### config.mk
export PLATFORM = sky130hd
export DESIGN_NAME = abkf_div
export DESIGN_NICKNAME = d
export VERILOG_FILES = /design/src/hw/rtl/abkf_pkg.sv /design/src/hw/rtl/abkf_div.sv
export SDC_FILE = /design/constraint.sdc
export NUM_CORES = 1
export LEC_CHECK = 0
export BUFFER_PORTS_ARGS = -buffer_cell sky130_fd_sc_hd__clkbuf_2
export CAP_MARGIN = 20
export CORE_ASPECT_RATIO = 1.25
export CORE_UTILIZATION = 53
export CTS_CLUSTER_SIZE = 25
export DETAILED_ROUTE_END_ITERATION = 10
export PLACE_DENSITY = 0.74
export SLEW_MARGIN = 5
export SYNTH_ARGS = -nofsm -noshare
export SYNTH_HDL_FRONTEND = slang
export SYNTH_SLANG_ARGS = --single-unit
### constraint.sdc
create_clock -name clock -period 5.1 [get_ports clock]
set_clock_uncertainty 0.1 [all_clocks]
set_input_delay 1.02 -clock clock [delete_from_list [all_inputs] [get_ports clock]]
set_output_delay 1.02 -clock clock [all_outputs]
set_load 0.05 [all_outputs]
### src/hw/rtl/abkf_pkg.sv
// Package for the angle and gyro bias Kalman filter unit.
// Holds register indexes, reset values, sequencer states, divider request and response types
// and a saturation helper. No dependencies.
package abkf_pkg;

   localparam int unsigned DivSteps = 64;

   localparam logic [2:0] CSR_Q_ANGLE     = 3'd0;
   localparam logic [2:0] CSR_Q_BIAS      = 3'd1;
   localparam logic [2:0] CSR_R_MEASURE   = 3'd2;
   localparam logic [2:0] CSR_TIME_STEP   = 3'd3;
   localparam logic [2:0] CSR_START_ANGLE = 3'd4;

   localparam logic [30:0] RST_Q_ANGLE   = 31'd16777;
   localparam logic [30:0] RST_Q_BIAS    = 31'd50332;
   localparam logic [30:0] RST_R_MEASURE = 31'd503316;
   localparam logic [24:0] RST_TIME_STEP = 25'd167772;

   typedef enum logic [4:0] {
      ST_IDLE,
      ST_RATE,
      ST_M_DT_RATE,
      ST_ANGLE,
      ST_M_DT_P11,
      ST_T,
      ST_M_DT_T,
      ST_M_QB_DT,
      ST_PRED,
      ST_DIV0_START,
      ST_DIV0,
      ST_DIV1_START,
      ST_DIV1,
      ST_INNOV,
      ST_M_K0_Y,
      ST_M_K1_Y,
      ST_M_K0_P00,
      ST_M_K0_P01,
      ST_M_K1_P00,
      ST_M_K1_P01,
      ST_DONE
   } abkf_state_type;

   // divider control between sequencer and division unit
   typedef struct packed {
      logic        start;
      logic [63:0] dividend;
      logic [63:0] divisor;
   } abkf_div_req_type;

   typedef struct packed {
      logic        busy;
      logic        done;
      logic [63:0] quotient;
   } abkf_div_rsp_type;

   function automatic logic signed [31:0] sat32(input logic signed [65:0] x);
      if (x > 66'sd2147483647) begin
         return 32'sh7FFFFFFF;
      end else if (x < -66'sd2147483648) begin
         return 32'sh80000000;
      end else begin
         return x[31:0];
      end
   endfunction

endpackage

### src/hw/rtl/abkf_div.sv
// Iterative signed 64-bit divider, truncating toward zero, one bit per cycle.
// Depends on abkf_pkg.
module abkf_div
   import abkf_pkg::*;
(
   input  logic             clock,
   input  logic             reset,
   input  abkf_div_req_type req,
   output abkf_div_rsp_type rsp
);

   logic [63:0] quo_ff, quo_in;
   logic [64:0] rem_ff, rem_in;
   logic [63:0] den_ff, den_in;
   logic        neg_ff, neg_in;
   logic [6:0]  cnt_ff, cnt_in;
   logic        busy_ff, busy_in;
   logic        done_ff, done_in;
   logic [64:0] rem_sh;
   logic [64:0] rem_sub;

   // shift in the next dividend bit and try a subtract
   always_comb begin
      rem_sh  = {rem_ff[63:0], quo_ff[63]};
      rem_sub = rem_sh - {1'b0, den_ff};
   end

   always_comb begin
      quo_in  = quo_ff;
      rem_in  = rem_ff;
      den_in  = den_ff;
      neg_in  = neg_ff;
      cnt_in  = cnt_ff;
      busy_in = busy_ff;
      done_in = 1'b0;
      if (req.start) begin
         quo_in  = req.dividend[63] ? (64'd0 - req.dividend) : req.dividend;
         den_in  = req.divisor[63] ? (64'd0 - req.divisor) : req.divisor;
         neg_in  = req.dividend[63] ^ req.divisor[63];
         rem_in  = '0;
         cnt_in  = 7'(DivSteps);
         busy_in = 1'b1;
      end else if (busy_ff) begin
         if (!rem_sub[64]) begin
            rem_in = rem_sub;
            quo_in = {quo_ff[62:0], 1'b1};
         end else begin
            rem_in = rem_sh;
            quo_in = {quo_ff[62:0], 1'b0};
         end
         cnt_in = cnt_ff - 7'd1;
         if (cnt_ff == 7'd1) begin
            busy_in = 1'b0;
            done_in = 1'b1;
         end
      end
   end

   always_ff @(posedge clock) begin
      quo_ff <= quo_in;
      rem_ff <= rem_in;
      den_ff <= den_in;
      neg_ff <= neg_in;
      if (reset) begin
         cnt_ff  <= '0;
         busy_ff <= 1'b0;
         done_ff <= 1'b0;
      end else begin
         cnt_ff  <= cnt_in;
         busy_ff <= busy_in;
         done_ff <= done_in;
      end
   end

   always_comb begin
      rsp.busy     = busy_ff;
      rsp.done     = done_ff;
      rsp.quotient = neg_ff ? (64'd0 - quo_ff) : quo_ff;
   end

`ifndef SYNTHESIS
   a_done_after_busy: assert property (@(posedge clock) disable iff (reset)
      rsp.done |-> $past(busy_ff)) else $error("divider done without busy");
   a_no_start_busy: assert property (@(posedge clock) disable iff (reset)
      req.start |-> !busy_ff) else $error("divider restarted while busy");
   a_done_pulse: assert property (@(posedge clock) disable iff (reset)
      rsp.done |=> !rsp.done) else $error("divider done held");
`endif

endmodule

==> metrics.yaml, run 1 <==
ir_drop_v: 0.000379
die_area_um2: 30600
outcome: "finished, violations left"
violations: "negative setup slack"
cts-root-buf: "clkbuf_16"
hpwlAfterDp_um: 32200
grt_setup_unrepaired: "yes"
io_pins: 197
p_int_w: 0.00384
syn_to_final_growth_pct: 16.8
fmax_ghz: 0.179
drc: 0
max_stage_delay_ps: 560
synth_top_area_share_pct: 24.4
clk_pin_slew_worst_paths_ps: 60
leakage_nw: 7.26
syn_inst: 1861
grt_pass1_wl_um: 67300
finalSetupViolCount: 13
path_cells: "or4_4 > or3_4 > or4_4 > or2_4 > or3_4 > or3_4 > or4_4 > buf_6 > o41ai_4 > xnor2_2 > buf_12"
post-route-period-util_pct: 109
nets: 2234
start_kind: "flip-flop"
synth.area.top_cells: "edfxtp_1 (24%), dfxtp_1 (9.2%), xnor2_1 (8.8%)"
wirelength_um: 42500
ys_types: 72
drive_gt1_share_pct: 16.3
power_switching_w: 0.00214
worstPathArrival_ps: 4460
grt_start_max_net_pins: 162
netlist_area_um2: 15800
grt_pass1_vias: 14000
antennaDiodeCount: 0
ys_seq_area_share_pct: 33.7
grt_usage_pct: 27.2
synth_largest_area_cell: "edfxtp_1"
h-tree-depth: 1
firstDrtPassIters: 5
grt_overflow: 0
regArea_um2: 5340
initial_utilization_pct: 54.0
place_ws_ps: -48.3
die_w_um: 157
drtIter0Drc: 879
synth_commonest_cells: "nor2_1 (186), xnor2_1 (160), a21oi_1 (146)"
crit_buf_inv: 2
place.gp.congestion: 0.952
async_flop_share_pct: 0
final_core_util_pct: 63.1
p_per_area_nw_per_um2: 323
clockBufferDepth: 3
fillers: 2559
yosysMostFrequentCell: "nor2_1"
hold_viol: 0
clock_latency_ps: 520
die_h_um: 195
timing.hold.ws_ps: 399
ys_warn_count: 0
slowest_stage: "or4_4"
report.power.total_w: 0.00598
setup_slack_ps: -477
synth-edff-count: 129
comb_power_share_pct: 35.0
pwr-share-clk_pct: 30.5
worstHoldPathType: "reg2reg"
io_buffer_count: 196
core_area_um2: 29300
wl_per_cell_um: 17.4
synth-seq-cells: 202
seq_power_share_pct: 34.5
via_per_inst: 5.96
drv_slew: 0
switching_share_pct: 35.8
hold_buffers: 0
vias: 14600
min_period_ps: 5580
setup.worst_path.class: "reg2out"
slew_headroom_pct: 47.1
cap_violations: 0
cp-end-kind: "output pin"
cts_made_buffers: 23
antenna_found_initial: 1
synth_nets: 2062
ant_nets: 0
cts_tree: "built"
stdcell_count: 2445
clkSinkCount: 202
multi_input_comb_area_um2: 9900
row_count: 70
dp_cells: 2402
synth_flop_cell: "edfxtp_1"
worstPathRequired_ps: 3980
cpLargestDelayFamily: "simple AND/OR/NAND/NOR gates"
synth_area_per_cell_um2: 8.52
worstMarginPinSlew_ps: 790
path_max_fanout: 3
-- tightest hold or removal path, stage by stage, from the launching register on --
cell and delay [ps]:
dfxtp_1 320, nor2_1 80, a211oi_1 50
-- logic make-up (layout without fill, tap and decap cells) --
kind of cell | Yosys count | after routing | share of synthesized area [%]
multiplexers | 53 | 53 | 3.38
flip-flops | 202 | 202 | 33.7
adder cells (fa/ha/maj) | 70 | 70 | 5.57
XOR/XNOR | 245 | 245 | 13.5
buffers and inverters | 194 | 382 | 4.68
AO/OA/AOI/OAI | 534 | 534 | 21.9
AND/OR/NAND/NOR | 563 | 563 | 17.3
-- cell type report --
type / count / area share [%]
sequential: 202 / 28.8
inverter: 94 / 1.91
clock inverter: 14 / 1.06
timing repair buffer: 247 / 8.60
clock buffer: 27 / 3.47
tap: 396 / 2.68
multi-input combinational: 1465 / 53.5
-- cell usage in the layout (no fill, tap or decap), types with 21 or more instances in the layout --
cell type    n
clkbuf_2   173
dfxtp_1     72
a21oi_1    146
or3_1       42
xor2_1      84
nand4_1     30
mux2i_1     49
o21ai_0    121
or4_1       21
edfxtp_1   129
nand2_1    130
xnor2_1    154
ha_1        69
a211oi_1    54
nor3_1      34
a21o_1      30
inv_1       93
clkbuf_16   24
nor2_1     186
buf_4       52
nand3_1     30
o41ai_1     25
o31ai_1     62
-- state kept, by name, indices dropped and copies added (netlist names) --
name     cells
den_ff      64
rem_ff      64
quo_ff      64
neg_ff       1
done_ff      1
busy_ff      1
cnt_ff       7
-- metrics by stage --
step | setup TNS [ps] | cell area (µm²)
after floorplan | 0 | 15900
after global routing | -6170 | 18500
final | -3220 | 18500
after CTS | -3750 | 18500
after detailed placement | -157 | 17500
after global placement | -120 | 17500
-- layer usage --
metal / wire length [µm] / share of wire, % / vias to the layer above / GRT usage (%)
li1: - / - / 7171 / -
met3: 2400 / 5.7 / 94 / 3.71
met2: 21900 / 52 / 442 / 50.8
met5: 13 / 0.031 / - / 0
met1: 16900 / 40 / 6871 / 31.3
met4: 1250 / 3.0 / 2 / 9.30
-- worst paths after layout --
| kind | cells after the start | start | endpoint | slack (ps) |
|---|---|---|---|---|
| max | 11 | quo_ff[21] | rsp[55] | -480 |
| min | 2 | rem_ff[28] | rem_ff[28] | 400 |
| max reg2reg | 13 | quo_ff[63] | rem_ff[12] | 410 |
| min reg2reg | 2 | rem_ff[28] | rem_ff[28] | 400 |
-- power groups by stage --
stage | sequential, W | clock [W] | combinational [W]
finish | 0.00206 | 0.00182 | 0.00210
global route | 0.00208 | 0.00192 | 0.00227
CTS | 0.00206 | 0.00185 | 0.00208
detailed placement | 0.00209 | 0 | 0.00204
global placement | 0.00209 | 0 | 0.00202
floorplan | 0.00206 | 0 | 0.00151
-- timing repair --
action | in CTS | in global routing
resized for setup | 30 | 14
endpoints found under the hold margin | 0 | 0
gates cloned | 0 | 0
buffers inserted | 1 | 1
endpoints found under the setup margin | 21 | 22
Power figures use the tool's default switching activity.
==> run 2, diff against run 1 <==
--- a/config.mk
+++ b/config.mk
@@ -12,6 +12,5 @@
 export CTS_CLUSTER_SIZE = 25
 export DETAILED_ROUTE_END_ITERATION = 10
-export PLACE_DENSITY = 0.74
-export SLEW_MARGIN = 5
+export PLACE_DENSITY = 0.79
 export SYNTH_ARGS = -nofsm -noshare
 export SYNTH_HDL_FRONTEND = slang
--- a/constraint.sdc
+++ b/constraint.sdc
@@ -3,3 +3,3 @@
 set_input_delay 1.02 -clock clock [delete_from_list [all_inputs] [get_ports clock]]
 set_output_delay 1.02 -clock clock [all_outputs]
-set_load 0.05 [all_outputs]
+set_load 0.02 [all_outputs]
==> run 2 against run 1 <==
Compared with the run above:
- the flow still finishes with violations (negative setup slack)
- sequential share of layout area rose by 0.41 points
- global-route usage rose by 0.38 points
- via count rose by 0.30%
- wire length rose by 0.54%
- sequential power barely moved
- cell count barely moved
- critical path type unchanged
- critical endpoint unchanged
==> metrics.yaml, run 2 (synthesis gave the netlist of run 1 again) <==
worstHoldPathType: "reg2reg"
syn_to_final_growth_pct: 15.2
critPathLaunch: "quo_ff[29]"
grt_use_met1_pct: 32.2
final_core_util_pct: 62.2
drtIter0Drc: 1082
grtUsageMet3_pct: 3.75
cap_violations: 0
violations: "negative setup slack"
antennaDiodeCount: 0
top_usage_layer: "met2"
crit_path_end: "rsp[55]"
cts_tree: "built"
core_area_um2: 29300
fillers: 2531
path_max_fanout: 6
path_cells: "or4_4 > or3_1 > or4_4 > or2_4 > or3_4 > or3_4 > or4_4 > o41ai_4 > xnor2_1 > buf_4"
reg_top3: "den_ff: 64 flops, quo_ff: 64 flops, rem_ff: 64 flops"
clk_pin_slew_worst_paths_ps: 60
worstMarginPinSlew_ps: 1000
cp-end-kind: "output pin"
row_count: 70
wl_per_cell_um: 17.5
io_pins: 197
post-route-period-util_pct: 108
ir_drop_v: 0.000261
wirelength_um: 42700
drc: 0
final_common_cell: "nor2_1"
report.power.total_w: 0.00550
place.gp.congestion: 0.975
grt_overflow: 0
firstDrtPassIters: 5
grt_pass1_vias: 14000
drv_slew: 0
die_h_um: 195
setup_slack_ps: -398
critical_path.reg2reg.startpoint: "quo_ff[63]"
antenna_found_initial: 0
grt_setup_unrepaired: "yes"
start_kind: "flip-flop"
setup_tns_ps: -2340
worstPathArrival_ps: 4380
regArea_um2: 5340
grt_usage_pct: 27.6
setup.worst_path.class: "reg2out"
slowest_stage: "or4_4"
io_buffer_count: 196
worstPathRequired_ps: 3980
p_per_area_nw_per_um2: 302
min_period_ps: 5500
cts-root-buf: "clkbuf_16"
leakage_nw: 7.11
max_stage_delay_ps: 560
slew_headroom_pct: 33.2
ant_nets: 0
outcome: "finished, violations left"
fmax_ghz: 0.182
die_w_um: 157
nets: 2232
grt_pass1_wl_um: 68600
rrSetupSlack_ps: 780
timing.rr.end: "rem_ff[14]"
h-tree-depth: 1
cts_made_buffers: 23
clkSinkCount: 202
grt_start_max_net_pins: 188
drive_gt1_share_pct: 16.1
via_per_inst: 5.98
hold_buffers: 0
use_met2_pct: 49.9
clockBufferDepth: 3
hpwlAfterDp_um: 31900
cpMostUsedCell: "or4_4"
hold_viol: 0
finalSetupViolCount: 10
final_cell_mix: "nor2_1 (186), clkbuf_2 (177), xnor2_1 (159)"
clock_latency_ps: 530
initial_utilization_pct: 54.0
die_area_um2: 30600
reg2regPathDepth: 15
multi_input_comb_area_um2: 9900
vias: 14600
## run 2: metrics by stage
step | hold slack, ps | instance area, µm² | instances | setup WS, ps
floorplan | 369 | 15800 | 1861 | 147
global placement | 381 | 17300 | 2394 | 40.1
detailed placement | 386 | 17300 | 2394 | -47.6
CTS | 391 | 18200 | 2440 | -424
global route | 421 | 18300 | 2444 | -498
finish | 403 | 18300 | 2444 | -398
## run 2: what timing repair did
item	CTS	global route
endpoints found under the setup margin	14	18
pin swaps	6	5
gates resized for setup	26	33
setup buffers	4	4
## run 2: critical path, delay by kind of cell, from the launching register on
family	cells	cell delay, ps
buffers and inverters	1	180
AND/OR/NAND/NOR	7	2840
flip-flops	1	390
AO/OA/AOI/OAI	1	250
XOR/XNOR	1	180
## run 2: layer usage
metal,vias up,part of all wire [%],wire [µm]
met5,-,0,0
met4,0,3.9,1650
met3,102,5.8,2470
met2,480,50,21500
met1,6868,40,17000
li1,7174,-,-
## run 2: worst min-delay path by stage
stage | start | to | slack [ps] | cells after the start
after floorplan | cnt_ff[1] | cnt_ff[1] | 370 | 2
after global placement | cnt_ff[1] | cnt_ff[1] | 380 | 2
after detailed placement | cnt_ff[1] | cnt_ff[1] | 390 | 2
after CTS | cnt_ff[1] | cnt_ff[1] | 390 | 2
after global routing | cnt_ff[1] | cnt_ff[1] | 420 | 2
final | rem_ff[0] | rem_ff[0] | 400 | 2
## run 2: area by class of cell
type                            instances  area share [%]
Clock buffer                           33            3.47
Tap cell                              396            2.71
Multi-Input combinational cell       1465            54.2
Timing Repair Buffer                  245            7.83
Sequential cell                       202            29.2
Clock inverter                          9           0.583
Inverter                               94            1.93
## run 2: power by group
part	leakage, nW	switching (W)	internal (W)
Clock	0.354	0.000685	0.000967
Sequential	1.87	0.000142	0.00193
Combinational	4.89	0.00107	0.000709
Total	7.11	0.00189	0.00361
